**config.mk**
```make
export PLATFORM = sky130hd
export DESIGN_NAME = vlmr_front
export DESIGN_NICKNAME = d
export VERILOG_FILES = /design/src/design/assert_macros.svh /design/src/design/vlmr_pkg.sv /design/src/design/vlmr_front.sv
export SDC_FILE = /design/constraint.sdc
export NUM_CORES = 1
export LEC_CHECK = 0
export BUFFER_PORTS_ARGS = -buffer_cell sky130_fd_sc_hd__buf_2
export CORE_MARGIN = 2
export CORE_UTILIZATION = 38
export DETAILED_ROUTE_END_ITERATION = 7
export GPL_ROUTABILITY_DRIVEN = 0
export GPL_TIMING_DRIVEN = 1
export HOLD_SLACK_MARGIN = 0.15
export PLACE_DENSITY = 0.67
export SYNTH_ARGS = -nofsm -noshare
export SYNTH_HDL_FRONTEND = slang
export SYNTH_SLANG_ARGS = --single-unit
```
**constraint.sdc**
```tcl
create_clock -name clock -period 2.4 [get_ports clock]
set_input_delay 0.24 -clock clock [delete_from_list [all_inputs] [get_ports clock]]
set_output_delay 0.24 -clock clock [all_outputs]
set_load 0.01 [all_outputs]
```
**src/design/assert_macros.svh**
```systemverilog
// Assertion helpers for the RTL, included by vlmr_back.
`ifndef ASSERT_MACROS_SVH
`define ASSERT_MACROS_SVH

// same-cycle implication
`define ASSERT_NOW(label, clk, rst, ante, cons, msg) \
   label: assert property (@(posedge clk) disable iff (rst) (ante) |-> (cons)) \
      else $error(msg);

// next-cycle implication
`define ASSERT_NEXT(label, clk, rst, ante, cons, msg) \
   label: assert property (@(posedge clk) disable iff (rst) (ante) |=> (cons)) \
      else $error(msg);

`endif

```
**src/design/vlmr_pkg.sv**
```systemverilog
package vlmr_pkg;

   localparam int BUFFER_BYTES = 1024;
   localparam int HEADER_BYTES = 2;
   localparam int MAX_MESSAGE  = 64;

   localparam int PTR_W  = $clog2(BUFFER_BYTES);
   localparam int USED_W = $clog2(BUFFER_BYTES + 1);
   localparam int ADV_W  = $clog2(HEADER_BYTES + MAX_MESSAGE + 1);
   localparam int CMP_W  = (USED_W > ADV_W) ? USED_W : ADV_W;
   localparam int HIDX_W = (HEADER_BYTES > 1) ? $clog2(HEADER_BYTES) : 1;

   localparam int OP_W   = 2;
   localparam int LEN_W  = 7;
   localparam int BYTE_W = 8;
   localparam int STAT_W = 3;
   localparam int SEQ_W  = 32;

   localparam int QUEUE_DEPTH = 2;
   localparam int QPTR_W      = 1;
   localparam int QCNT_W      = 2;

   localparam logic [OP_W-1:0] OP_START = 2'd0;
   localparam logic [OP_W-1:0] OP_BYTE  = 2'd1;
   localparam logic [OP_W-1:0] OP_GET   = 2'd2;

   localparam logic [1:0] CMD_START  = 2'd0;
   localparam logic [1:0] CMD_BYTE   = 2'd1;
   localparam logic [1:0] CMD_GET    = 2'd2;
   localparam logic [1:0] CMD_REJECT = 2'd3;

   localparam logic [STAT_W-1:0] STAT_OK       = 3'd0;
   localparam logic [STAT_W-1:0] STAT_NO_SPACE = 3'd1;
   localparam logic [STAT_W-1:0] STAT_NO_OPEN  = 3'd2;
   localparam logic [STAT_W-1:0] STAT_EMPTY    = 3'd3;
   localparam logic [STAT_W-1:0] STAT_TOO_LONG = 3'd4;

   typedef struct packed {
      logic [1:0]        kind;
      logic [LEN_W-1:0]  arg;
      logic [BYTE_W-1:0] data;
   } cmd_type;

   typedef struct packed {
      logic [STAT_W-1:0] status;
      logic [BYTE_W-1:0] out_byte;
      logic              byte_valid;
      logic              last;
      logic [LEN_W-1:0]  head_length;
      logic [SEQ_W-1:0]  msg_seq;
   } rsp_type;

   function automatic logic [PTR_W-1:0] wrap_add(input logic [PTR_W-1:0] p,
                                                 input logic [PTR_W:0]   n);
      logic [PTR_W+1:0] s;
      s = {2'b00, p} + {1'b0, n};
      if (s >= (PTR_W+2)'(BUFFER_BYTES)) begin
         s = s - (PTR_W+2)'(BUFFER_BYTES);
      end
      return s[PTR_W-1:0];
   endfunction

endpackage

```
**src/design/vlmr_front.sv**
```systemverilog
module vlmr_front (
   input  logic                      clock,
   input  logic                      reset,
   input  logic                      start,
   output logic                      busy,
   input  logic [vlmr_pkg::OP_W-1:0]   req_op,
   input  logic [vlmr_pkg::LEN_W-1:0]  req_msg_length,
   input  logic [vlmr_pkg::BYTE_W-1:0] req_in_byte,
   input  logic [vlmr_pkg::LEN_W-1:0]  req_max_len,
   output logic                      cmd_valid,
   output vlmr_pkg::cmd_type         cmd,
   input  logic                      cmd_pop
);
   import vlmr_pkg::*;

   cmd_type           q_ff [QUEUE_DEPTH];
   logic [QPTR_W-1:0] wr_ptr_ff, wr_ptr_in;
   logic [QPTR_W-1:0] rd_ptr_ff, rd_ptr_in;
   logic [QCNT_W-1:0] count_ff, count_in;
   logic              push;
   cmd_type           classified;

   assign busy      = (count_ff == QCNT_W'(QUEUE_DEPTH));
   assign cmd_valid = (count_ff != '0);
   assign cmd       = q_ff[rd_ptr_ff];

   always_comb begin
      classified.arg  = (req_op == OP_GET) ? req_max_len : req_msg_length;
      classified.data = req_in_byte;
      classified.kind = CMD_GET;
      push            = start && !busy;
      unique case (req_op)
         OP_START: begin
            classified.kind = (req_msg_length > LEN_W'(MAX_MESSAGE)) ? CMD_REJECT : CMD_START;
         end
         OP_BYTE: begin
            classified.kind = CMD_BYTE;
         end
         OP_GET: begin
            classified.kind = CMD_GET;
         end
         default: begin
            push = 1'b0;
         end
      endcase
   end

   always_comb begin
      wr_ptr_in = push ? wr_ptr_ff + 1'b1 : wr_ptr_ff;
      rd_ptr_in = cmd_pop ? rd_ptr_ff + 1'b1 : rd_ptr_ff;
      count_in  = count_ff + QCNT_W'(push) - QCNT_W'(cmd_pop);
   end

   always_ff @(posedge clock) begin
      if (reset) begin
         wr_ptr_ff <= '0;
         rd_ptr_ff <= '0;
         count_ff  <= '0;
      end else begin
         wr_ptr_ff <= wr_ptr_in;
         rd_ptr_ff <= rd_ptr_in;
         count_ff  <= count_in;
      end
   end

   always_ff @(posedge clock) begin
      if (push) begin
         q_ff[wr_ptr_ff] <= classified;
      end
   end

endmodule

```
# After elaboration in Yosys (flattened, before gate mapping)
# Memory sizes are Yosys's and may differ from the RTL's. A register that Yosys moved wholly into a read port is not among the register bits.
# Index checks and enable logic that the tools add are counted.
# op_classes
n_addsub	4
n_lt_le_gt_ge	1
eq_ne	3
n_mux	8
n_reduce_logical	5
# ops
op	n
7-bit > comparator, second input constant	1
7-bit 2-to-1 mux	1
1-bit 2-to-1 mux	5
2-bit == test, second input constant	2
2-bit case mux with 2 select lines	1
3-bit OR reduction	1
1-bit adder, second input constant	2
2-bit by 1-bit adder with 2-bit output	1
2-bit by 1-bit == test with 1-bit output, second input constant	1
2-bit logical NOT	1
2-bit 2-to-1 mux	1
2-bit nonzero test	1
2-bit by 1-bit subtractor with 2-bit output	1
1-bit logical AND	1
1-bit logical NOT	1
# totals
register_bits	4
ram_bits	34
out_inout_bits	19
wordCells	25
n_memories	1
# mem_list
memory	depth	word_bits	read_ports	rd_clocked_by_memory_dff	wr	line	rtl
q_ff	2	17	1	1	1	vlmr_front.sv:16	cmd_type q_ff [QUEUE_DEPTH];

# Depth between registers and ports, before layout
# Gate-level depths: netlist of the first run.
# logic_depth
ltp_word	6
mapped_depth	8

# Worst setup path after synthesis of the first run
# Ideal clock, no wire load.
# synth_path
path_kind	reg-to-reg
from	register count_ff[1]
to	memory q_ff[1][0] in the netlist's numbering, enable pin
setup_ns	0.391
t_arrival_ns	1.449
required_ns	2.009
slack_ns	0.560
path_stages_with_launch	4
path_buffers	0
synth_period_minus_slack_ns	1.840
path_cell_list	dfxtp_1 > nor2b_1 > nand3b_1 > nor2_1
# synth_via
elab_chain_len	6
# synth_lines
element	line	rtl
start, declared	vlmr_front.sv:19	logic [QCNT_W-1:0] count_ff, count_in;
start signal, assigned	vlmr_front.sv:62	count_ff <= count_in;
2-bit == test	vlmr_front.sv:23	assign busy = (count_ff == QCNT_W'(QUEUE_DEPTH));
named net busy	vlmr_front.sv:5	output logic busy,
1-bit logical NOT	vlmr_front.sv:31	push = start && !busy;
1-bit logical AND	vlmr_front.sv:31	
1-bit 2-to-1 mux	vlmr_front.sv:32	unique case (req_op)
1-bit 2-to-1 mux	vlmr_front.sv:67	if (push) begin
1-bit 2-to-1 mux (implied by the code)	vlmr_front.sv:68	q_ff[wr_ptr_ff] <= classified;
end, declared	vlmr_front.sv:16	
# The timed path passes the listed nets, and every way through them passes these cells.

# Worst setup path in the final report of the first run
# layout_path
from	register count_ff[1]
to	register count_ff[1]
# layout_via
elab_chain_len	6
# layout_lines
element	line	rtl
2-bit == test	vlmr_front.sv:23	
1-bit logical NOT	vlmr_front.sv:31	
1-bit logical AND	vlmr_front.sv:31	
1-bit 2-to-1 mux	vlmr_front.sv:32	
2-bit by 1-bit adder with 2-bit output (*)	vlmr_front.sv:51	count_in = count_ff + QCNT_W'(push) - QCNT_W'(cmd_pop);
2-bit by 1-bit subtractor with 2-bit output (*)	vlmr_front.sv:51	
# Mark *: on every way between the ends. The rest lies on a longest branch, timed or not.
# A chain may end at the register's enable or synchronous reset.

==> flow_metrics.env, run 1 <==
export IMPL_outcome="complete, no violations"
export IMPL_drv_slew=0
export IMPL_min_period_over_period_pct=71.8
export IMPL_end_kind="flop"
export IMPL_final_util_pct=52.6
export IMPL_synth_simple_area_share_pct=5.35
export IMPL_first_pass_iters=4
export IMPL_grt_pass1_vias=989
export IMPL_ant_nets=0
export IMPL_fin_worst_skew_ps=3.27
export IMPL_cp_arrival_ps=1930
export IMPL_synth_net_count=123
export IMPL_path_class="reg -> reg"
export IMPL_die_area_mm2=0.00472
export IMPL_clkPwrFrac_pct=36.7
export IMPL_synth_avg_cell_area_um2=17.1
export IMPL_synth_top_area_share_pct=64.2
export IMPL_cp_endpoint="count_ff[1]"
export IMPL_hold_viol_final=0
export IMPL_crit_required_ps=2610
export IMPL_seq_area_frac_synth_pct=70.5
export IMPL_grt_max_degree=18
export IMPL_ys_async_sr_fraction_pct=0
export IMPL_diodes=0
export IMPL_mappedNetlistArea_mm2=0.00159
export IMPL_regArea_mm2=0.00112
export IMPL_clk_path_buf_depth=2
export IMPL_synth_compound_area_share_pct=2.12
export IMPL_critical_path_slowest_cell="dfxtp_1"
export IMPL_dpl_hpwl_um=2050
export IMPL_p_leak_nw=0.831
export IMPL_p_per_area_mw_per_mm2=811
export IMPL_nNetsFinal=184
export IMPL_synth_top_family_by_area="multiplexers"
export IMPL_irDropWorstVdd_mv=0.442
export IMPL_synthMuxAreaShare_pct=17.7
export IMPL_synthCells=93
export IMPL_combPwrFrac_pct=15.0
export IMPL_max_cap_violations=0
export IMPL_placed_cell_area_mm2=0.00189
export IMPL_clock_latency_ps=280
export IMPL_rr_worst_depth=8
export IMPL_drive_above_1_share_pct=44.5
export IMPL_max_freq_ghz=0.581
export IMPL_yosys_area_top_type="edfxtp_1"
export IMPL_swShare_pct=21.0
export IMPL_regToRegEndpoint="count_ff[1]"
export IMPL_dr_first_iter_drc_count=21
export IMPL_drt_wl_total_um=2810
export IMPL_cts_buffers=5
export IMPL_crit_top_cell="ha_1"
export IMPL_seqPwrFrac_pct=48.3
export IMPL_start_util_pct=39.8
export IMPL_critPathLaunchType="flop"
export IMPL_htreeDepth=2
export IMPL_clock_sink_count=39
export IMPL_multiInputGateArea_um2=443
export IMPL_yosysWarnings=0
export IMPL_hold_class="in -> reg"
export IMPL_antenna_found_initial=0
export IMPL_vias=964
export IMPL_synthFlopType="edfxtp_1"
export IMPL_maxSlewHeadroom_pct=56.7
export IMPL_synthAdderAreaFrac_pct=1.57
export IMPL_cts_root_buf="clkbuf_8"
export IMPL_viasPerCell=4.70
export IMPL_critPathMaxFanout=4
export IMPL_setup_viol=0
export IMPL_timing_rr_start="count_ff[1]"
export IMPL_rsz0062_at_grt="false"
export IMPL_syn2layout_area_growth_pct=32.3
export IMPL_grt_ovfl_total=0
export IMPL_coreArea_mm2=0.00400
export IMPL_io_buffer_count=46
export IMPL_p_total_mw=1.70
export IMPL_max_stage_delay_ps=330
export IMPL_drc=0
export IMPL_p_int_mw=1.35
export IMPL_routedWlPerCell_um=13.7
export IMPL_grt_pass1_wl_um=4240
export IMPL_synth_area_leaders="edfxtp_1, mux2_1, mux2_2"
export IMPL_crit_start="count_ff[1]"
export IMPL_ys_types=20
export IMPL_synth_xor_area_share_pct=1.10
export IMPL_clk_pin_slew_ps=70
export IMPL_fin_crit_ps=1720
export IMPL_cts_tree="yes"
export IMPL_fillCellCount=329
export IMPL_switching_power_uw=359
export IMPL_ys_ff_latch=39
export IMPL_die_w_um=68.7
export IMPL_final_setup_tns_ps=0
export IMPL_ff2ff_setup_slack_ps=680
export IMPL_num_rows=23
export IMPL_ios=47
export IMPL_worst_pin_slew_ps=647
export IMPL_cts_setup_buffers=0
export IMPL_die_h_um=68.7
export IMPL_crit_chain="nor2b_1, nand3b_1, ha_1, inv_1, ha_1, xor2_1, and2_1, nor3_1"
export IMPL_finalInstanceArea_mm2=0.00210
export IMPL_synth_edff_count=34
export IMPL_grtUsageTotal_pct=12.7
-- cells in the mapped netlist (all sizes together) (2+ instances only) --
| master | instances |
|---|---|
| mux2 | 25 |
| nor2b | 3 |
| nor2 | 7 |
| inv | 3 |
| edfxtp | 34 |
| dfxtp | 5 |
| ha | 2 |
| buf | 3 |
-- layout make-up --
class	count	area share (%)
Clock buffer	6	3.45
Clock inverter	2	2.86
Inverter	3	0.535
Multi-Input combinational cell	48	21.1
Sequential cell	39	53.3
Tap cell	50	2.97
Timing Repair Buffer	57	15.8
-- worst max-delay path, delay by kind of cell, from the launching register on --
family                     cells  cell delay, ps
DFF                            1             330
adders and majority gates      2             490
xor gates and xnor gates       1             150
and+or+nand+nor                4             650
buffers and inverters          1              30
-- power groups by stage --
stage	combinational [mW]	clock (mW)	sequential, mW
finish	0.256	0.626	0.823
global route	0.283	0.674	0.826
CTS	0.263	0.642	0.824
detailed placement	0.251	0	0.839
global placement	0.243	0	0.834
floorplan	0.148	0	0.834
-- worst min path at each step --
stage	slack, ps	depth (start not counted)	endpoint	from
floorplan	310	1	count_ff[0]	reset
global placement	430	1	q_ff[1][4]	req_in_byte[4]
detailed placement	440	1	q_ff[1][6]	req_in_byte[6]
CTS	180	2	flop	reset
global route	210	2	rd_ptr_ff	reset
finish	190	2	flop	reset
-- sequential cells by signal, summed over array words and instances (netlist names), named ones only --
register   cells
rd_ptr_ff      1
count_ff       2
q_ff          34
wr_ptr_ff      1
-- timing repair --
| action | CTS | global route |
|---|---|---|
| gates resized for setup | 0 | 0 |
| hold buffers | 8 | 0 |
| endpoints found under the hold margin | 16 | 0 |
-- layout by cell type, fill, tap and decap left out, types with 2 or more instances in the layout --
cell type      count
buf_2             46
edfxtp_1          34
mux2_1            15
mux2_2            10
dlygate4sd3_1      8
nor2_1             7
dfxtp_1            5
clkbuf_8           5
nor2b_1            3
inv_1              3
buf_4              3
ha_1               2
bufinv_16          2
-- metrics by stage --
| stage | worst slack (ps) | std cells | hold slack (ps) |
|---|---|---|---|
| finish | 678 | 205 | 190 |
| floorplan | 560 | 93 | 312 |
| global route | 580 | 205 | 206 |
| global placement | 773 | 189 | 433 |
| CTS | 668 | 205 | 183 |
| detailed placement | 686 | 189 | 436 |
-- layer usage --
metal / track usage (%) / up-vias / wire length (um)
met5: 0 / - / 0
li1: - / 466 / -
met1: 12.5 / 460 / 1080
met2: 24.4 / 32 / 1510
met3: 3.90 / 6 / 169
met4: 4.90 / 0 / 46
-- logic make-up after synthesis --
kind of cell             count (synthesis)
flip-flops                              39
multiplexers                            25
AND/OR/NAND/NOR                         16
buffers and inverters                    6
AO/OA/AOI/OAI                            3
XOR/XNOR                                 2
adder cells (fa/ha/maj)                  2
(Power assumes the default switching activity.)
==> run 2: changes to the inputs <==
==> constraint.sdc (replaced) <==
create_clock -name clock -period 1.8 [get_ports clock]
set_input_delay 0.18 -clock clock [delete_from_list [all_inputs] [get_ports clock]]
set_output_delay 0.18 -clock clock [all_outputs]
set_load 0.01 [all_outputs]
==> flow_metrics.env, run 2 (same netlist as run 1, synthesis figures left out) <==
export IMPL_outcome="complete, no violations"
export IMPL_met1_length_um=1160
export IMPL_critPathLaunchType="flop"
export IMPL_swShare_pct=23.6
export IMPL_switching_power_uw=468
export IMPL_setup_viol=0
export IMPL_max_stage_delay_ps=330
export IMPL_top_regs="q_ff (34), count_ff (2)"
export IMPL_multiInputGateArea_um2=443
export IMPL_final_setup_tns_ps=0
export IMPL_critPathMaxFanout=4
export IMPL_crit_top_cell="ha_1"
export IMPL_nNetsFinal=189
export IMPL_top_layer_used="met4"
export IMPL_dr_first_iter_drc_count=11
export IMPL_clk_pin_slew_ps=70
export IMPL_io_buffer_count=46
export IMPL_first_pass_iters=4
export IMPL_place_inst=192
export IMPL_whs_ps=207
export IMPL_grtUsageTotal_pct=13.8
export IMPL_num_rows=23
export IMPL_grt_pass1_wl_um=4500
export IMPL_critical_path_buf_inv_count=1
export IMPL_most_common_layout_cells="buf_2, edfxtp_1, mux2_1"
export IMPL_clock_sink_count=39
export IMPL_grt_max_degree=13
export IMPL_p_per_area_mw_per_mm2=945
export IMPL_placed_cell_area_mm2=0.00193
export IMPL_min_period_over_period_pct=93.4
export IMPL_worst_pin_slew_ps=370
export IMPL_die_w_um=68.7
export IMPL_dp_slack_ps=49.6
export IMPL_vias=969
export IMPL_largest_register_ffs=34
export IMPL_hold_class="in -> reg"
export IMPL_crit_required_ps=2000
export IMPL_drc=0
export IMPL_dpl_hpwl_um=2180
export IMPL_crit_chain="nor2b_1, nand3b_1, ha_1, inv_1, ha_1, xor2_1, and2_1, nor3_1"
export IMPL_critical_path_top_delay_family="simple AND/OR/NAND/NOR gates"
export IMPL_ant_nets=0
export IMPL_drive_above_1_share_pct=45.3
export IMPL_start_util_pct=39.8
export IMPL_p_leak_nw=0.835
export IMPL_coreArea_mm2=0.00400
export IMPL_ios=47
export IMPL_top_register="q_ff"
export IMPL_syn2layout_area_growth_pct=32.1
export IMPL_htreeDepth=2
export IMPL_final_common_cell="buf_2"
export IMPL_cts_tree="yes"
export IMPL_fillCellCount=341
export IMPL_dr_wl_met3_um=180
export IMPL_clkPwrFrac_pct=26.2
export IMPL_die_h_um=68.7
export IMPL_p_total_mw=1.98
export IMPL_critical_path_slowest_cell="dfxtp_1"
export IMPL_rsz0062_at_grt="false"
export IMPL_final_util_pct=52.5
export IMPL_cts_buffers=5
export IMPL_cp_arrival_ps=1890
export IMPL_fin_worst_skew_ps=2.08
export IMPL_fin_ws_ps=118
export IMPL_maxSlewHeadroom_pct=75.3
export IMPL_clk_path_buf_depth=2
export IMPL_p_int_mw=1.52
export IMPL_hold_viol_final=0
export IMPL_cts_root_buf="clkbuf_8"
export IMPL_fin_crit_ps=1680
export IMPL_antenna_found_initial=0
export IMPL_end_kind="flop"
export IMPL_irDropWorstVdd_mv=0.467
export IMPL_grt_pass1_vias=1039
export IMPL_diodes=0
export IMPL_combPwrFrac_pct=18.1
export IMPL_regArea_mm2=0.00112
export IMPL_wl_met2_um=1530
export IMPL_finalInstanceArea_mm2=0.00210
export IMPL_clock_latency_ps=280
export IMPL_max_cap_violations=0
export IMPL_drt_wl_total_um=2920
export IMPL_grt_ovfl_total=0
export IMPL_viasPerCell=4.64
export IMPL_routedWlPerCell_um=14.0
export IMPL_max_freq_ghz=0.594
export IMPL_seqPwrFrac_pct=55.7
export IMPL_drv_slew=0
export IMPL_path_class="reg -> reg"
export IMPL_die_area_mm2=0.00472
export IMPL_stdcell_count=209
-- run 2: changes by cell type in the layout (fill, tap and decap cells not counted), sizes merged --
cell | previous run | this run
buf | 49 | 53
bufinv | 2 | 0
clkbuf | 6 | 5
clkinv | 0 | 2
dlygate4sd3 | 8 | 9
-- run 2: per-layer routing --
layer | GRT usage (%) | vias to the layer above
met5 | 0 | -
met4 | 5.15 | 0
met3 | 6.17 | 7
met2 | 25.5 | 35
met1 | 13.5 | 451
li1 | - | 476
-- run 2: worst paths after layout --
check	startpoint	to	slack (ps)	cells past startpoint
max	count_ff[1]	count_ff[1]	120	8
min	cmd_pop	flop	210	3
max reg2reg	count_ff[1]	count_ff[1]	120	8
min reg2reg	count_ff[1]	count_ff[1]	540	2
-- run 2: power groups by stage --
stage	Sequential [mW]	Combinational (mW)	Clock [mW]
2_1_floorplan	1.11	0.197	0
3_3_place_gp	1.12	0.334	0
3_5_place_dp	1.13	0.345	0
4_1_cts	1.11	0.364	0.543
5_1_grt	1.11	0.398	0.594
6_report	1.10	0.360	0.521
-- run 2: timing repair --
item | 4_1_cts | 5_1_grt
buffers inserted | 0 | 1
hold buffers | 9 | 0
resized for setup | 0 | 0
endpoints found under the hold margin | 20 | 0
endpoints found under the setup margin | 0 | 1
-- run 2: layout make-up --
class | instances | share of cell area, %
clock inverter | 2 | 0.417
sequential | 39 | 53.4
timing repair buffer | 62 | 18.3
multi-input combinational | 48 | 21.1
clock buffer | 5 | 3.28
tap | 50 | 2.98
inverter | 3 | 0.536
-- run 2: worst min-delay path, stage by stage --
cell and delay, ps:
buf_2 110, xnor2_1 80, nor2_1 90
==> run 3: changes to the inputs <==
--- a/config.mk
+++ b/config.mk
@@ -7,12 +7,13 @@
 export LEC_CHECK = 0
 export BUFFER_PORTS_ARGS = -buffer_cell sky130_fd_sc_hd__buf_2
 export CORE_MARGIN = 2
-export CORE_UTILIZATION = 38
+export CORE_UTILIZATION = 50
 export DETAILED_ROUTE_END_ITERATION = 7
 export GPL_ROUTABILITY_DRIVEN = 0
 export GPL_TIMING_DRIVEN = 1
 export HOLD_SLACK_MARGIN = 0.15
-export PLACE_DENSITY = 0.67
+export MAX_ROUTING_LAYER = met4
+export PLACE_DENSITY = 0.83
 export SYNTH_ARGS = -nofsm -noshare
 export SYNTH_HDL_FRONTEND = slang
 export SYNTH_SLANG_ARGS = --single-unit
==> flow_metrics.env, run 3 (same netlist as run 1, synthesis figures left out) <==
export IMPL_critical_path_buf_inv_count=1
export IMPL_fillCellCount=206
export IMPL_antenna_found_initial=0
export IMPL_place_inst=184
export IMPL_routedWlPerCell_um=14.3
export IMPL_clk_path_buf_depth=2
export IMPL_grt_pass1_vias=990
export IMPL_dp_slack_ps=42.2
export IMPL_fin_crit_ps=1740
export IMPL_max_cap_violations=0
export IMPL_timing_rr_start="count_ff[0]"
export IMPL_dr_first_iter_drc_count=18
export IMPL_die_w_um=60.4
export IMPL_fin_ws_ps=55.7
export IMPL_clock_latency_ps=340
export IMPL_whs_ps=173
export IMPL_path_class="reg -> reg"
export IMPL_crit_start="count_ff[0]"
export IMPL_hp_start="req_op[1]"
export IMPL_setup_viol=0
export IMPL_htreeDepth=2
export IMPL_grt_pass1_wl_um=4200
export IMPL_io_buffer_count=46
export IMPL_cts_root_buf="clkbuf_4"
export IMPL_critical_path_top_delay_family="simple AND/OR/NAND/NOR gates"
export IMPL_crit_required_ps=2070
export IMPL_cp_arrival_ps=2010
export IMPL_critPathMaxFanout=4
export IMPL_end_kind="flop"
export IMPL_drt_wl_total_um=3020
export IMPL_top_register="q_ff"
export IMPL_hold_class="in -> reg"
export IMPL_start_util_pct=52.5
export IMPL_critical_path_slowest_cell="dfxtp_1"
export IMPL_top_regs="q_ff (34), count_ff (2)"
export IMPL_clock_sink_count=39
export IMPL_outcome="complete, no violations"
export IMPL_cts_tree="yes"
export IMPL_most_common_layout_cells="buf_2, edfxtp_1, dlygate4sd3_1"
export IMPL_ios=47
export IMPL_clk_pin_slew_ps=100
export IMPL_final_common_cell="buf_2"
export IMPL_diodes=0
export IMPL_viasPerCell=4.76
export IMPL_coreArea_mm2=0.00303
export IMPL_num_rows=20
export IMPL_max_stage_delay_ps=420
export IMPL_dpl_hpwl_um=1880
export IMPL_stdcell_count=212
export IMPL_nNetsFinal=197
export IMPL_final_setup_tns_ps=0
export IMPL_hold_viol_final=0
export IMPL_drc=0
export IMPL_grt_ovfl_total=0
export IMPL_worst_pin_slew_ps=248
export IMPL_cts_buffers=5
export IMPL_vias=1010
export IMPL_multiInputGateArea_um2=465
export IMPL_first_pass_iters=6
export IMPL_die_h_um=60.4
export IMPL_irDropWorstVdd_mv=0.625
export IMPL_drv_slew=0
export IMPL_p_per_area_mw_per_mm2=937
export IMPL_drive_above_1_share_pct=45.8
export IMPL_max_freq_ghz=0.573
export IMPL_grtUsageTotal_pct=17.5
export IMPL_ant_nets=0
export IMPL_crit_chain="nor2b_4, nand3b_1, ha_1, inv_1, ha_2, xor2_2, and2_1, nor3_2"
export IMPL_p_leak_nw=0.869
export IMPL_regArea_mm2=0.00112
export IMPL_grt_max_degree=18
export IMPL_largest_register_ffs=34
export IMPL_syn2layout_area_growth_pct=37.5
export IMPL_p_total_mw=2.05
export IMPL_maxSlewHeadroom_pct=83.4
export IMPL_die_area_mm2=0.00365
export IMPL_critPathLaunchType="flop"
export IMPL_min_period_over_period_pct=96.9
export IMPL_fin_worst_skew_ps=7.06
==> run 3: changes by cell type in the layout (fill, tap and decap cells not counted), sizes merged <==
cell         previous run  this run
bufinv                  0         1
buf                    53        52
dlygate4sd3             9        18
==> run 3: stage by stage <==
stage,utilization [%],cell area [um^2]
after floorplan,-,1590
after CTS,70.2,2130
final,72.2,2190
after global routing,72.2,2190
after global placement,62.4,1890
after detailed placement,62.4,1890
==> run 3: report_power, final <==
| group | internal (mW) | leakage, nW | switching [mW] | total (mW) |
|---|---|---|---|---|
| Sequential | 1.08 | 0.356 | 0.0272 | 1.10 |
| Clock | 0.286 | 0.0426 | 0.273 | 0.558 |
| Combinational | 0.201 | 0.471 | 0.187 | 0.387 |
==> run 3: cell type report <==
cell class | count | share of cell area (%)
multi-input cells | 48 | 21.3
clock buffers | 5 | 1.72
repair buffers | 70 | 20.8
well taps | 44 | 2.52
flip-flops and latches | 39 | 51.3
inverters | 3 | 0.515
clock inverters | 3 | 1.77
==> run 3: what timing repair did <==
action | in CTS | in global routing
endpoints found under the hold margin | 28 | 4
setup endpoints to repair | 0 | 1
hold buffers | 16 | 2
resized for setup | 0 | 6
buffers inserted | 0 | 2
==> run 3: path summary, 6_finish.rpt <==
kind | cells past startpoint | slack [ps] | end
max | 8 | 60 | count_ff[1]
min | 2 | 170 | q_ff[1][15]
max reg2reg | 8 | 60 | count_ff[1]
min reg2reg | 2 | 540 | flop
==> run 3: per-layer routing <==
layer  wire [um]  vias to the layer above  share of wire (%)  track usage (%)
met5           0                        -                  0                -
met4          57                        0                1.9             9.21
met3         142                        8                4.7             6.61
met2        1680                       34                 55             29.7
met1        1150                      477                 38             17.3
li1            -                      491                  -                -
