==> config.mk <==
export PLATFORM = sky130hd
export DESIGN_NAME = vlmr_back
export DESIGN_NICKNAME = d
export VERILOG_FILES = /design/src/design/vlmr_pkg.sv /design/src/design/vlmr_back.sv
export VERILOG_INCLUDE_DIRS = /design/src /design/src/design
export SDC_FILE = /design/constraint.sdc
export NUM_CORES = 1
export LEC_CHECK = 0
export ABC_AREA = 1
export BUFFER_PORTS_ARGS = -buffer_cell sky130_fd_sc_hd__buf_2
export CAP_MARGIN = 10
export CORE_UTILIZATION = 51
export DETAILED_ROUTE_END_ITERATION = 6
export PLACE_DENSITY = 0.7
export SLEW_MARGIN = 20
export SYNTH_ARGS = -nofsm -noshare
export SYNTH_HDL_FRONTEND = slang
export SYNTH_SLANG_ARGS = --single-unit
==> constraint.sdc <==
create_clock -name clock -period 4 [get_ports clock]
set_input_delay 0.8 -clock clock [delete_from_list [all_inputs] [get_ports clock]]
set_output_delay 0.8 -clock clock [all_outputs]
set_load 0.05 [all_outputs]
==> src/design/assert_macros.svh <==
// Assertion helpers for the RTL, included by vlmr_back.
`ifndef ASSERT_MACROS_SVH
`define ASSERT_MACROS_SVH

// same-cycle implication
`define ASSERT_NOW(label, clk, rst, ante, cons, msg) \
   label: assert property (@(posedge clk) disable iff (rst) (ante) |-> (cons)) \
      else $error(msg);

// next-cycle implication
`define ASSERT_NEXT(label, clk, rst, ante, cons, msg) \
   label: assert property (@(posedge clk) disable iff (rst) (ante) |=> (cons)) \
      else $error(msg);

`endif

==> src/design/vlmr_pkg.sv <==
package vlmr_pkg;

   localparam int BUFFER_BYTES = 1024;
   localparam int HEADER_BYTES = 2;
   localparam int MAX_MESSAGE  = 64;

   localparam int PTR_W  = $clog2(BUFFER_BYTES);
   localparam int USED_W = $clog2(BUFFER_BYTES + 1);
   localparam int ADV_W  = $clog2(HEADER_BYTES + MAX_MESSAGE + 1);
   localparam int CMP_W  = (USED_W > ADV_W) ? USED_W : ADV_W;
   localparam int HIDX_W = (HEADER_BYTES > 1) ? $clog2(HEADER_BYTES) : 1;

   localparam int OP_W   = 2;
   localparam int LEN_W  = 7;
   localparam int BYTE_W = 8;
   localparam int STAT_W = 3;
   localparam int SEQ_W  = 32;

   localparam int QUEUE_DEPTH = 2;
   localparam int QPTR_W      = 1;
   localparam int QCNT_W      = 2;

   localparam logic [OP_W-1:0] OP_START = 2'd0;
   localparam logic [OP_W-1:0] OP_BYTE  = 2'd1;
   localparam logic [OP_W-1:0] OP_GET   = 2'd2;

   localparam logic [1:0] CMD_START  = 2'd0;
   localparam logic [1:0] CMD_BYTE   = 2'd1;
   localparam logic [1:0] CMD_GET    = 2'd2;
   localparam logic [1:0] CMD_REJECT = 2'd3;

   localparam logic [STAT_W-1:0] STAT_OK       = 3'd0;
   localparam logic [STAT_W-1:0] STAT_NO_SPACE = 3'd1;
   localparam logic [STAT_W-1:0] STAT_NO_OPEN  = 3'd2;
   localparam logic [STAT_W-1:0] STAT_EMPTY    = 3'd3;
   localparam logic [STAT_W-1:0] STAT_TOO_LONG = 3'd4;

   typedef struct packed {
      logic [1:0]        kind;
      logic [LEN_W-1:0]  arg;
      logic [BYTE_W-1:0] data;
   } cmd_type;

   typedef struct packed {
      logic [STAT_W-1:0] status;
      logic [BYTE_W-1:0] out_byte;
      logic              byte_valid;
      logic              last;
      logic [LEN_W-1:0]  head_length;
      logic [SEQ_W-1:0]  msg_seq;
   } rsp_type;

   function automatic logic [PTR_W-1:0] wrap_add(input logic [PTR_W-1:0] p,
                                                 input logic [PTR_W:0]   n);
      logic [PTR_W+1:0] s;
      s = {2'b00, p} + {1'b0, n};
      if (s >= (PTR_W+2)'(BUFFER_BYTES)) begin
         s = s - (PTR_W+2)'(BUFFER_BYTES);
      end
      return s[PTR_W-1:0];
   endfunction

endpackage

==> src/design/vlmr_back.sv <==
module vlmr_back (
   input  logic                        clock,
   input  logic                        reset,
   input  logic                        cmd_valid,
   input  vlmr_pkg::cmd_type           cmd,
   output logic                        cmd_pop,
   output logic                        ram_we,
   output logic [vlmr_pkg::PTR_W-1:0]  ram_waddr,
   output logic [vlmr_pkg::BYTE_W-1:0] ram_wdata,
   output logic [vlmr_pkg::PTR_W-1:0]  ram_raddr,
   input  logic [vlmr_pkg::BYTE_W-1:0] ram_rdata,
   output logic                        rsp_valid,
   output vlmr_pkg::rsp_type           rsp
);
   import vlmr_pkg::*;
   `include "assert_macros.svh"

   localparam logic [1:0] ST_IDLE    = 2'd0;
   localparam logic [1:0] ST_HDR     = 2'd1;
   localparam logic [1:0] ST_GET_HDR = 2'd2;
   localparam logic [1:0] ST_STREAM  = 2'd3;

   logic [1:0]        state_ff, state_in;
   logic [PTR_W-1:0]  rp_ff, rp_in;
   logic [PTR_W-1:0]  cp_ff, cp_in;
   logic [PTR_W-1:0]  wp_ff, wp_in;
   logic [USED_W-1:0] used_ff, used_in;
   logic [LEN_W-1:0]  rem_ff, rem_in;
   logic              open_ff, open_in;
   logic [LEN_W-1:0]  open_len_ff, open_len_in;
   logic [SEQ_W-1:0]  rseq_ff, rseq_in;
   logic [HIDX_W-1:0] hidx_ff, hidx_in;
   cmd_type           cur_ff, cur_in;
   logic [LEN_W-1:0]  len_ff, len_in;
   logic [LEN_W-1:0]  cnt_ff, cnt_in;
   logic [PTR_W-1:0]  next_ff, next_in;
   logic              rsp_valid_ff, rsp_valid_in;
   rsp_type           rsp_ff, rsp_in;

   logic [PTR_W-1:0]  wp_step;
   logic [PTR_W-1:0]  body_addr;
   logic [CMP_W-1:0]  need;
   logic [CMP_W-1:0]  free_bytes;
   logic [LEN_W-1:0]  head_len;
   logic              stream_last;

   assign wp_step     = wrap_add(wp_ff, (PTR_W+1)'(1));
   assign body_addr   = wrap_add(rp_ff, (PTR_W+1)'(HEADER_BYTES));
   assign need        = CMP_W'(cmd.arg) + CMP_W'(HEADER_BYTES);
   assign free_bytes  = CMP_W'(USED_W'(BUFFER_BYTES) - used_ff);
   assign head_len    = (ram_rdata > BYTE_W'(MAX_MESSAGE)) ? LEN_W'(MAX_MESSAGE)
                                                          : ram_rdata[LEN_W-1:0];
   assign stream_last = (cnt_ff == len_ff - LEN_W'(1));

   always_comb begin
      state_in     = state_ff;
      rp_in        = rp_ff;
      cp_in        = cp_ff;
      wp_in        = wp_ff;
      used_in      = used_ff;
      rem_in       = rem_ff;
      open_in      = open_ff;
      open_len_in  = open_len_ff;
      rseq_in      = rseq_ff;
      hidx_in      = hidx_ff;
      cur_in       = cur_ff;
      len_in       = len_ff;
      cnt_in       = cnt_ff;
      next_in      = next_ff;
      rsp_valid_in = 1'b0;
      rsp_in       = '0;
      rsp_in.last  = 1'b1;
      cmd_pop      = 1'b0;
      ram_we       = 1'b0;
      ram_waddr    = wp_ff;
      ram_wdata    = '0;
      ram_raddr    = rp_ff;

      unique case (state_ff)
         ST_IDLE: begin
            if (cmd_valid) begin
               cmd_pop = 1'b1;
               cur_in  = cmd;
               unique case (cmd.kind)
                  CMD_REJECT: begin
                     rsp_valid_in  = 1'b1;
                     rsp_in.status = STAT_NO_SPACE;
                  end
                  CMD_START: begin
                     if (need > free_bytes) begin
                        rsp_valid_in  = 1'b1;
                        rsp_in.status = STAT_NO_SPACE;
                     end else begin
                        wp_in    = cp_ff;
                        hidx_in  = '0;
                        state_in = ST_HDR;
                     end
                  end
                  CMD_BYTE: begin
                     rsp_valid_in = 1'b1;
                     if (!open_ff) begin
                        rsp_in.status = STAT_NO_OPEN;
                     end else begin
                        rsp_in.status = STAT_OK;
                        ram_we        = 1'b1;
                        ram_wdata     = cmd.data;
                        wp_in         = wp_step;
                        if (rem_ff == LEN_W'(1)) begin
                           used_in = used_ff + USED_W'(open_len_ff) + USED_W'(HEADER_BYTES);
                           cp_in   = wp_step;
                           open_in = 1'b0;
                           rem_in  = '0;
                        end else begin
                           rem_in = rem_ff - LEN_W'(1);
                        end
                     end
                  end
                  default: begin
                     if (used_ff < USED_W'(HEADER_BYTES)) begin
                        rsp_valid_in  = 1'b1;
                        rsp_in.status = STAT_EMPTY;
                     end else begin
                        ram_raddr = rp_ff;
                        state_in  = ST_GET_HDR;
                     end
                  end
               endcase
            end
         end
         ST_HDR: begin
            ram_we    = 1'b1;
            ram_wdata = (hidx_ff == '0) ? BYTE_W'(cur_ff.arg) : '0;
            wp_in     = wp_step;
            hidx_in   = hidx_ff + HIDX_W'(1);
            if (hidx_ff == HIDX_W'(HEADER_BYTES - 1)) begin
               open_in       = 1'b1;
               rem_in        = cur_ff.arg;
               open_len_in   = cur_ff.arg;
               rsp_valid_in  = 1'b1;
               rsp_in.status = STAT_OK;
               state_in      = ST_IDLE;
               if (cur_ff.arg == '0) begin
                  used_in = used_ff + USED_W'(HEADER_BYTES);
                  cp_in   = wp_step;
                  open_in = 1'b0;
               end
            end
         end
         ST_GET_HDR: begin
            rsp_in.head_length = head_len;
            rsp_in.msg_seq     = rseq_ff;
            if (head_len > cur_ff.arg) begin
               rsp_valid_in  = 1'b1;
               rsp_in.status = STAT_TOO_LONG;
               state_in      = ST_IDLE;
            end else if (head_len == '0) begin
               rsp_valid_in  = 1'b1;
               rsp_in.status = STAT_OK;
               rp_in         = body_addr;
               used_in       = used_ff - USED_W'(HEADER_BYTES);
               rseq_in       = rseq_ff + SEQ_W'(1);
               state_in      = ST_IDLE;
            end else begin
               ram_raddr = body_addr;
               next_in   = wrap_add(body_addr, (PTR_W+1)'(1));
               len_in    = head_len;
               cnt_in    = '0;
               state_in  = ST_STREAM;
            end
         end
         default: begin
            rsp_valid_in       = 1'b1;
            rsp_in.status      = STAT_OK;
            rsp_in.out_byte    = ram_rdata;
            rsp_in.byte_valid  = 1'b1;
            rsp_in.last        = stream_last;
            rsp_in.head_length = len_ff;
            rsp_in.msg_seq     = rseq_ff;
            ram_raddr          = next_ff;
            next_in            = wrap_add(next_ff, (PTR_W+1)'(1));
            cnt_in             = cnt_ff + LEN_W'(1);
            if (stream_last) begin
               rp_in    = wrap_add(rp_ff,
                             (PTR_W+1)'(ADV_W'(len_ff) + ADV_W'(HEADER_BYTES)));
               used_in  = used_ff - USED_W'(len_ff) - USED_W'(HEADER_BYTES);
               rseq_in  = rseq_ff + SEQ_W'(1);
               state_in = ST_IDLE;
            end
         end
      endcase
   end

   always_ff @(posedge clock) begin
      if (reset) begin
         state_ff     <= ST_IDLE;
         rp_ff        <= '0;
         cp_ff        <= '0;
         wp_ff        <= '0;
         used_ff      <= '0;
         rem_ff       <= '0;
         open_ff      <= 1'b0;
         rseq_ff      <= '0;
         rsp_valid_ff <= 1'b0;
      end else begin
         state_ff     <= state_in;
         rp_ff        <= rp_in;
         cp_ff        <= cp_in;
         wp_ff        <= wp_in;
         used_ff      <= used_in;
         rem_ff       <= rem_in;
         open_ff      <= open_in;
         rseq_ff      <= rseq_in;
         rsp_valid_ff <= rsp_valid_in;
      end
   end

   always_ff @(posedge clock) begin
      open_len_ff <= open_len_in;
      hidx_ff     <= hidx_in;
      cur_ff      <= cur_in;
      len_ff      <= len_in;
      cnt_ff      <= cnt_in;
      next_ff     <= next_in;
      rsp_ff      <= rsp_in;
   end

   assign rsp_valid = rsp_valid_ff;
   assign rsp       = rsp_ff;

   `ASSERT_NOW(a_byte_ok, clock, reset, rsp_valid_ff && rsp_ff.byte_valid,
      rsp_ff.status == STAT_OK, "payload byte with non-ok status")
   `ASSERT_NOW(a_used_bound, clock, reset, 1'b1,
      used_ff <= USED_W'(BUFFER_BYTES), "committed bytes exceed ring size")
   `ASSERT_NOW(a_stream_count, clock, reset, state_ff == ST_STREAM,
      cnt_ff < len_ff, "stream count past message length")
   `ASSERT_NEXT(a_stream_emit, clock, reset, state_ff == ST_STREAM,
      rsp_valid_ff && rsp_ff.byte_valid, "stream cycle without payload byte")

endmodule

# After elaboration in Yosys (flattened, before gate mapping)
# Index checks and enable logic that the tools add are counted.
[word_totals]
out_inout_bits = 83
in_bits = 28
regBits = 175
wordCells = 200
[classes]
n_reduce_logical = 22
mux = 99
n_lt_le_gt_ge = 9
n_eq_ne = 22
n_addsub = 24
n_bitwise = 3
[ops]
columns = ["cell", "n"]
rows = [
  ["$mux 10", 21],
  ["$pmux 10 s2", 6],
  ["$mux 11", 9],
  ["$mux 32", 3],
  ["$pmux 39 s2", 1],
  ["$pmux 32 s2", 1],
  ["$mux 7", 9],
  ["$ge 11x11->1 const B", 5],
  ["$sub 10x1->10 const B", 5],
  ["$add 10x1->11 const B", 3],
  ["$pmux 11 s3", 1],
  ["$add 32x1->32 const B", 1],
  ["$pmux 7 s2", 2],
  ["$mux 8", 3],
  ["$add 11x2->11 const B", 2],
  ["$mux 2", 11],
  ["$sub 11x2->11 const B", 2],
  ["$mux 1", 21],
  ["$ne 2x2->1 const B", 10],
  ["$add 7x2->8 const B", 2],
  ["$pmux 8 s2", 1],
  ["$logic_not 7->1", 2],
  ["$sub 7x1->7 const B", 2],
  ["$pmux 2 s3", 2],
  ["other kinds (37)", 54],
]

# Longest topological paths before layout
# Gate-level depths: netlist of run 1.
[depth]
depth_word = 9
mapped_depth = 20
ltp_nobuf = 20

# Least setup slack after synthesis of run 1
# No wires, ideal clock.
[synth_path]
path_type = "input -> output"
from = "input port ram_rdata[7] in the netlist's numbering"
to = "output port ram_raddr[1] in the netlist's numbering"
stages = 15
slack_ns = -0.377
n_path_buf = 0
arrival_ns = 3.577
required_time_ns = 3.200
cell_sequence = "or2_4 inv_2 nor2_1 inv_1 nand2_1 inv_1 ha_1 a21o_1 nand3_1 nand3_1 nand2_1 nand2_1 nor2_1 nand2_1 a31oi_1"
[synth_between]
elab_chain_cells = 6
word_cells_on_any_way = 7
classes_between = "order compare: 2; mux: 4; reduce/logical: 1"
[synth_lines]
columns = ["item", "line", "text"]
rows = [
  ["from (decl)", "vlmr_back.sv:11", "input logic [vlmr_pkg::BYTE_W-1:0] ram_rdata,"],
  ["$gt 8x7->1 (*)", "vlmr_back.sv:51", "assign head_len = (ram_rdata > BYTE_W'(MAX_MESSAGE)) ? LEN_W'(MAX_MESSAGE)"],
  ["$mux 7 (*)", "vlmr_back.sv:51", ""],
  ["net head_len[4]", "vlmr_back.sv:44", "logic [LEN_W-1:0] head_len;"],
  ["branches (longest 2 deep; another with $gt 7x7->1)", "-", ""],
  ["$mux 10 (*)", "vlmr_back.sv:152", "if (head_len > cur_ff.arg) begin"],
  ["$pmux 10 s2 (*)", "vlmr_back.sv:79", "unique case (state_ff)"],
  ["to (decl)", "vlmr_back.sv:10", "output logic [vlmr_pkg::PTR_W-1:0] ram_raddr,"],
]
# Mark *: on every way through the listed nets, which the timed path passes.

# Worst setup path in the final report of run 1
[layout_path]
from = "input port ram_rdata[7] in the netlist's numbering"
to = "output port ram_raddr[5] in the netlist's numbering"
# The elaborated chain is that of the path after synthesis.

==> results of run 1 <==
==> metal layers <==
layer  routed length, um  vias to the layer above
met5                  14                        -
met4                 640                        2
met3                1740                       59
met2               12800                      357
met1               13400                     4712
li1                    -                     5207
==> power groups by stage <==
stage,clock (W),combinational (W),sequential [W]
final,0.00181,0.00331,0.00237
after global routing,0.00191,0.00369,0.00240
after CTS,0.00183,0.00325,0.00236
after detailed placement,0,0.00322,0.00240
after global placement,0,0.00317,0.00239
after floorplan,0,0.00238,0.00251
==> worst paths after layout <==
kind,start,to,slack [ps],cells after the start
setup / recovery,ram_rdata[7],ram_raddr[5],100,16
hold / removal,cp_ff[2],cp_ff[2],450,2
setup reg to reg,used_ff[1],ram_waddr[4],850,15
hold reg to reg,cp_ff[2],cp_ff[2],450,2
==> cell type report <==
class                   count  area [um2]
well taps                 275         344
fillers                  1993        8590
inverters                 229         861
clock buffers              18         450
flip-flops and latches    175        3890
repair buffers            124         674
multi-input cells        1091        6080
clock inverters            14         191
==> per-stage QoR <==
| stage | utilization [%] | instance area, um2 | worst slack, ps | hold slack, ps | total power (W) |
|---|---|---|---|---|---|
| global placement | 55.9 | 11800 | 68.0 | 438 | 0.00557 |
| CTS | 59.0 | 12400 | 10.9 | 452 | 0.00745 |
| global route | 59.3 | 12500 | -5.27 | 471 | 0.00799 |
| finish | 59.3 | 12500 | 98.2 | 452 | 0.00749 |
| detailed placement | 55.9 | 11800 | -53.7 | 443 | 0.00562 |
| floorplan | - | 11100 | 33.2 | 425 | 0.00489 |
==> synthesized netlist by cell type, drive strengths merged, types with 2 or more instances <==
cell type  number
o21bai          2
o22ai          12
nor2          152
a21o            3
o32ai           2
xnor2          21
nor3           29
a21oi         127
o21ai         100
ha             75
a31oi           6
xor2           49
nand3          79
dfxtp         136
clkinv          3
clkbuf         23
nor4            9
buf            25
inv           226
or2             3
nand3b          3
a211oi          5
fa              3
nand2         373
o211ai          4
nand4          24
edfxtp         39
a221oi          3
==> flip-flops by register name, summed over array words and instances, names as in the netlist <==
signal / cells
open_ff: 1
ram_waddr: 10
next_ff: 10
cnt_ff: 7
open_len_ff: 7
rsp: 52
len_ff: 7
hidx_ff: 1
rsp_valid: 1
rseq_ff: 32
rem_ff: 7
state_ff: 2
cur_ff: 7
rp_ff: 10
used_ff: 11
cp_ff: 10
==> worst max-delay path, stage by stage <==
cell	delay [ps]
sky130_fd_sc_hd__buf_2	110
sky130_fd_sc_hd__or2_4	250
sky130_fd_sc_hd__buf_4	150
sky130_fd_sc_hd__nor2_1	140
sky130_fd_sc_hd__ha_1	290
sky130_fd_sc_hd__a21oi_1	150
sky130_fd_sc_hd__o21ai_1	90
sky130_fd_sc_hd__nand2_1	70
sky130_fd_sc_hd__nand3_1	90
sky130_fd_sc_hd__nand2_1	100
sky130_fd_sc_hd__nand2_2	90
sky130_fd_sc_hd__buf_4	160
sky130_fd_sc_hd__o21ai_0	150
sky130_fd_sc_hd__a21oi_1	60
sky130_fd_sc_hd__a21oi_1	120
sky130_fd_sc_hd__buf_2	270
==> kinds of logic after synthesis <==
| kind of cell | count (synthesis) | synth area share (%) |
|---|---|---|
| AOI/OAI and AO/OA | 269 | 13.2 |
| adders and majority gates | 78 | 9.05 |
| DFF | 175 | 35.3 |
| xor gates and xnor gates | 70 | 5.63 |
| buffers and inverters | 277 | 10.2 |
| muxes | 1 | 0.0908 |
| and+or+nand+nor | 673 | 26.5 |
==> timing repair <==
| action | in CTS | in global routing |
|---|---|---|
| gates cloned | 0 | 0 |
| endpoints found under the setup margin | 2 | 9 |
| hold buffers | 0 | 0 |
| pin swaps | 0 | 5 |
| resized for setup | 1 | 22 |
| endpoints found under the hold margin | 0 | 0 |
| setup buffers | 0 | 1 |
==> summary by stage, run 1 <==
Status
The flow ran to the end, and the final reports show no timing, DRC or antenna violations.

STA
The aggregate negative setup slack is 0 ps. The worst clock skew is 17.1 ps. The number of endpoints with negative hold slack in the final report is 0. The share of the clock period used by the worst path is 97.5%. After layout, the minimum clock period comes to 3900 ps. Based on the critical path, the design can be clocked at up to 0.256 GHz. The total of endpoints with negative setup slack in the final report is 0.

The count of final max-slew check failures is 0. For the pin with the worst max-slew slack, the measured transition is 1100 ps. Headroom to the max-slew limit came out at 26.5%.

CTS
The cell sitting at the root of the clock tree is a sky130_fd_sc_hd__clkbuf_16. The later pin in the worst-skew pair is clocked with a latency of 450 ps. The buffer depth of the longest clock path is 2. Clock-pin slew was measured on the worst setup and hold paths at 70 ps. The number of levels the H-tree was split into is 4. The number of clock buffers added by TritonCTS is 17. Counting every sink on the clock net gives 175. TritonCTS built the clock tree.

Die
For this configuration, the core starts out at a cell density of 52.3%. The die outline width is 149 um. Measured along the y axis, the die boundary spans 149 um. 111 I/O pins were placed. The core area is 21100 um2. The number of rows created at floorplan is 53. The area of the die is 22200 um2.

Global route
For met1 alone, demand over resource in global routing was 35.6%. The largest net degree at the start of global routing is 47. Summed over all layers, the global routing overflow is 0. The global routing's busiest layer is met2.

Global routing consumed, on the met2 layer, 42.9% of the routing resources. The number of antenna violations at the first check in global routing came to 1. The number of global-route vias before repair is 9650. The first global-routing pass estimated 46800 um of wire. In the global route stage, overall resource usage came out at 26.5%. The met3 demand-to-capacity share in global routing is 4.77%.

Synth
In the synthesized netlist, the number of instances is 1543. In this run the mean area of a mapped cell was 7.15 um2. Yosys mapped a number of flops with a built-in enable equal to 39. Counting flops with an async set or reset pin after synthesis yields a share of 0%.

Sequential cells were found to cover 35.3% of the synthesized design area. In this run, synthesis produced a sequential element count of 175. The number of warnings printed during yosys synthesis is 0. The cell taking the most area after synthesis is sky130_fd_sc_hd__dfxtp_1. Ranked by total cell area, the synthesized netlist is headed by sky130_fd_sc_hd__dfxtp_1 25%, sky130_fd_sc_hd__nand2_1 12%, sky130_fd_sc_hd__edfxtp_1 11%. The distinct cell type count after synthesis is 53. The mapped cell area is 11000 um2.

The most common flop cell mapped by yosys is sky130_fd_sc_hd__dfxtp_1. The top cell type by area accounts for 24.7% of the synthesized area. The synthesized net count is 1649.

Final layout
The signed area change from the synthesized netlist to the final layout is 13.3%. For this run, the post-layout net count is 1744. The total inserted antenna cells is 0. The most common library cell in the layout ignoring fill and taps is sky130_fd_sc_hd__nand2_1. For this run, the number of standard cells in the final layout without fillers is 1926. In the layout the commonest cells are 362 x sky130_fd_sc_hd__nand2_1, 213 x sky130_fd_sc_hd__inv_1, 136 x sky130_fd_sc_hd__dfxtp_1.

The fraction of final layout cells with drive strength greater than 1 is 13.5%.

Power and ir drop
For this design the ratio of total power to cell area is 599 nW/um2. The internal portion of the total power is 0.00415 W. The logic gate share of total power is 44.2%. The proportion of power drawn by flip-flops and latches is 31.7%. The switching component of the power is 0.00334 W. The worst-case IR drop observed on VDD is 0.000385 V. For this design the static power due to leakage is 6.11 nW. Net switching is 44.6% of the power. The share of total power dissipated in the clock network is 24.1%.

Placed design
The count of input and output buffers is 110. The placer's final routability congestion estimate is 0.909. Detailed placement ended at an HPWL of 20800 um.

Including well taps, the total number of placed cells is 1893.

Detailed routing
The detailed router's first-iteration violation count is 791. The DRC violation count after routing is 0. The number of routed nets with antenna violations is 0. The routed wire length per instance is 14.8 um. The final layout contains routed wiring with a total length of 28500 um. The first detailed-routing pass ran for 5 iterations.

The per-cell via count in the routed design is 5.37. The final route contains 10337 vias.

Critical path
The worst setup path is captured at an output port. The critical path launch point type is a primary input. Along the worst path, the maximum fanout reaches 6. The setup path with the least slack is of type primary input to output port. At the worst endpoint, the arrival time is 3100 ps. STA puts the critical path data required time at 3200 ps.

Worst hold path
The path class of the tightest hold or removal check is flop to flop.

Job
The max-capacitance violation count is 0.
Note: power is estimated with default switching activity, not from simulation.
==> inputs of run 2 (changes only) <==
--- a/config.mk
+++ b/config.mk
@@ -8,7 +8,7 @@
 export LEC_CHECK = 0
 export ABC_AREA = 1
 export BUFFER_PORTS_ARGS = -buffer_cell sky130_fd_sc_hd__buf_2
-export CAP_MARGIN = 10
+export CAP_MARGIN = 0
 export CORE_UTILIZATION = 51
 export DETAILED_ROUTE_END_ITERATION = 6
 export PLACE_DENSITY = 0.7
==> constraint.sdc (replaced) <==
create_clock -name clock -period 4 [get_ports clock]
set_input_delay 0.8 -clock clock [delete_from_list [all_inputs] [get_ports clock]]
set_output_delay 0.8 -clock clock [all_outputs]
set_load 0.01 [all_outputs]
==> run 2 against run 1 <==
  * Design area decreased by 0.91%
  * Power decreased by 6.4%
  * Highest routed layer is now met4
  * Wire length decreased by 2.5%
  * Worst hold slack about the same
  * Die area unchanged
  * Combinational power decreased by 11%
  * Fmax increased by 2.6%
  * Clock power decreased by 6%
==> summary by stage, run 2 (same netlist as run 1, synthesis figures left out) <==
Die
The number of rows created at floorplan is 53 (unchanged). The area of the die came to 22200 um2 (unchanged). The core area is 21100 um2 (unchanged). The die outline width is 149 um (unchanged). The height of the die is 149 um (unchanged).

The number of top-level design ports is 111 (unchanged). The effective utilization at floorplan is 52.3% (unchanged).

CTS
The source-to-sink clock delay at the later pin of the worst-skew pair is 440 ps (was 450 ps). The count of hold-fix buffers inserted at cts is 0 (unchanged). The count of buffers added by post-CTS timing repair for setup is 0 (unchanged).

The number of levels the H-tree was split into is 4 (unchanged). The buffer cell driving the clock tree root is sky130_fd_sc_hd__clkbuf_16 (unchanged). The CTS tree is done (unchanged). The buffer depth of the longest clock path is 2 (unchanged). The total clock sinks came to 175 (unchanged).

The number of buffers added by the clock tree synthesis step was 17 (unchanged). The clock-pin transition on the worst setup and hold timing paths is 80 ps (was 70 ps).

Global route
The number of global-route vias before repair was 9328 (was 9650). The wire length of the first global-routing pass is 45400 um (was 46800 um). The number of antenna violations at the first check in global routing is 0 (was 1). The total overflow reported by the global router was 0 (unchanged). The largest net degree at the start of global routing is 47 (unchanged). The global routing usage summed across all routing layers is 25.6% (was 26.5%).

Placed design
The count of input and output buffers is 110 (unchanged). The placed instance count came to 1892 (was 1893). The placer's final routability congestion estimate is 0.920 (was 0.909). The final HPWL from detailed placement is 20500 um (was 20800 um).

The total placed instance area was 11800 um2 (about the same).

Detailed routing
The total detailed-routing wirelength was 27800 um (was 28500 um). The number of routed nets with antenna violations is 0 (unchanged). The first-pass detailed-route iteration total is 5 (unchanged).

The routed wire length per instance is 14.5 um (was 14.8 um). The per-cell via count in the routed design is 5.33 (was 5.37). The detailed router's first-iteration violation count is 673 (was 791). The total number of vias is 10262 (was 10337).

The DRC violation count after routing is 0 (unchanged).

Critical path
List of cells traversed by the critical path: buf_2 > or2_4 > inv_2 > nor2_2 > inv_2 > nand2_1 > inv_1 > ha_1 > nand2_1 > o21ai_0 > nand2_1 > nand3_1 > nand2_1 > nand2_1 > nand2_1 > nand2_4 > a21oi_1 > a21oi_1 > buf_2 (was buf_2 > or2_4 > buf_4 > nor2_1 > ha_1 > a21oi_1 > o21ai_1 > nand2_1 > nand3_1 > nand2_1 > nand2_2 > buf_4 > o21ai_0 > a21oi_1 > a21oi_1 > buf_2). The endpoint kind of the worst setup timing path is an output port (unchanged). The library cell contributing the largest single delay on the critical path is sky130_fd_sc_hd__ha_1 (unchanged).

The required time at the worst-slack endpoint is 3200 ps (about the same). The start-to-end type of the worst setup path is primary input to output port (unchanged). The critical path launch point type was a primary input (unchanged). The arrival time at the worst endpoint is 3000 ps (was 3100 ps).

The cell occurring most often along the worst timing path is sky130_fd_sc_hd__nand2_1 (was sky130_fd_sc_hd__a21oi_1). The longest individual stage delay on the worst path is 290 ps (about the same). The critical-path maximum fanout is 7 (was 6).

Final layout
The total inserted antenna cells is 0 (unchanged). The number of standard cells in the layout, taps in and fillers out is 1924 (was 1926). The flip-flop count of the largest register, all copies and words added is 52 (unchanged).

The signed area change from the synthesized netlist to the final layout is 12.3% (was 13.3%). The area of all placed cells without fillers is 12400 um2 (was 12500 um2). The layout net count is 1742 (was 1744). The most common library cell in the layout ignoring fill and taps is sky130_fd_sc_hd__nand2_1 (unchanged). The fraction of final layout cells with drive strength greater than 1 came to 13.0% (was 13.5%). The number of filler instances in the final layout is 2009 (was 1993). Commonest cells after routing, fill and taps aside: 365 x sky130_fd_sc_hd__nand2_1, 215 x sky130_fd_sc_hd__inv_1, 136 x sky130_fd_sc_hd__dfxtp_1 (was 362 x sky130_fd_sc_hd__nand2_1, 213 x sky130_fd_sc_hd__inv_1, 136 x sky130_fd_sc_hd__dfxtp_1).

Status
Result of the run: complete, no violations (unchanged).

Power and ir drop
The internal power component is 0.00398 W (was 0.00415 W). The peak ir drop on the vdd network is 0.000316 V (was 0.000385 V). The proportion of power drawn by flip-flops and latches is 33.7% (was 31.7%). The switching portion of total power was 43.2% (was 44.6%). The switching component of the power is 0.00303 W (was 0.00334 W). The leakage component of the power was 6.08 nW (was 6.11 nW).

The total power divided by cell area is 566 nW/um2 (was 599 nW/um2). The logic gate share of total power was 42.1% (was 44.2%). The clock share of power was 24.3% (was 24.1%).

STA
The aggregate negative setup slack is 0 ps (unchanged). The total of endpoints with negative setup slack in the final report was 0 (unchanged). The share of the clock period used by the worst path is 95.1% (was 97.5%).

The max-slew headroom at the worst pin was 25.6% (was 26.5%). The count of final max-slew check failures came to 0 (unchanged). The actual transition at the worst max-transition pin is 1120 ps (was 1100 ps). The worst clock skew is 14.7 ps (was 17.1 ps).

The number of endpoints with negative hold slack in the final report is 0 (unchanged). The fmax is 0.263 GHz (was 0.256 GHz). Setup repair after global routing left no endpoint under its margin.

The time the final worst path needs with I/O delays and setup is 3800 ps (was 3900 ps).

Worst hold path
The class of the worst hold path is flop to flop (unchanged).

Job
The max-capacitance violation count is 0 (unchanged).
==> run 2: critical path, delay by kind of cell <==
family,cells,cell delay [ps]
adder cells (fa/ha/maj),1,290
buffers and inverters,5,460
AND/OR/NAND/NOR,10,1080
AO/OA/AOI/OAI,3,380
==> run 2: power by group through the flow <==
stage | logic, W | clock network [W] | registers [W]
3_5_place_dp | 0.00289 | 0 | 0.00239
2_1_floorplan | 0.00221 | 0 | 0.00235
3_3_place_gp | 0.00285 | 0 | 0.00239
6_report | 0.00295 | 0.00170 | 0.00236
4_1_cts | 0.00291 | 0.00173 | 0.00236
5_1_grt | 0.00333 | 0.00180 | 0.00239
==> run 2: path summary, 6_finish.rpt <==
path | startpoint | end | slack (ps) | depth (start not counted)
worst max-delay path | ram_rdata[7] | ram_raddr[7] | 200 | 19
worst min-delay path | cp_ff[6] | cp_ff[6] | 450 | 2
worst max register to register | used_ff[1] | ram_waddr[8] | 970 | 16
worst min register to register | cp_ff[6] | cp_ff[6] | 450 | 2
==> run 2: what timing repair did <==
action | in CTS | in global routing
gates resized for setup | 0 | 9
endpoints found under the setup margin | 0 | 9
hold endpoints to repair | 0 | 0
==> run 2: stage by stage <==
step	hold slack [ps]	setup slack, ps	total power (W)	util [%]
finish	452	196	0.00701	58.7
detailed placement	444	91.2	0.00529	55.7
global route	477	1.64	0.00752	58.7
CTS	456	87.5	0.00700	58.6
global placement	440	206	0.00524	55.7
floorplan	425	252	0.00456	-
==> run 2: area by class of cell <==
type                       count  area [um2]  share of cell area [%]
clock inverter                15         186                    1.51
timing repair buffer         122         641                    5.17
inverter                     229         861                    6.95
clock buffer                  17         425                    3.43
tap                          275         344                    2.78
sequential                   175        3890                    31.4
multi-input combinational   1091        6030                    48.7
==> run 2: routing by layer <==
metal	global-route usage (%)	routed length [um]	up-vias	share of wire, %
met2	41.2	12500	308	45
met4	7.24	496	0	1.8
met3	4.50	1620	33	5.8
met1	35.0	13200	4728	47
met5	0	0	-	0
li1	-	-	5193	-
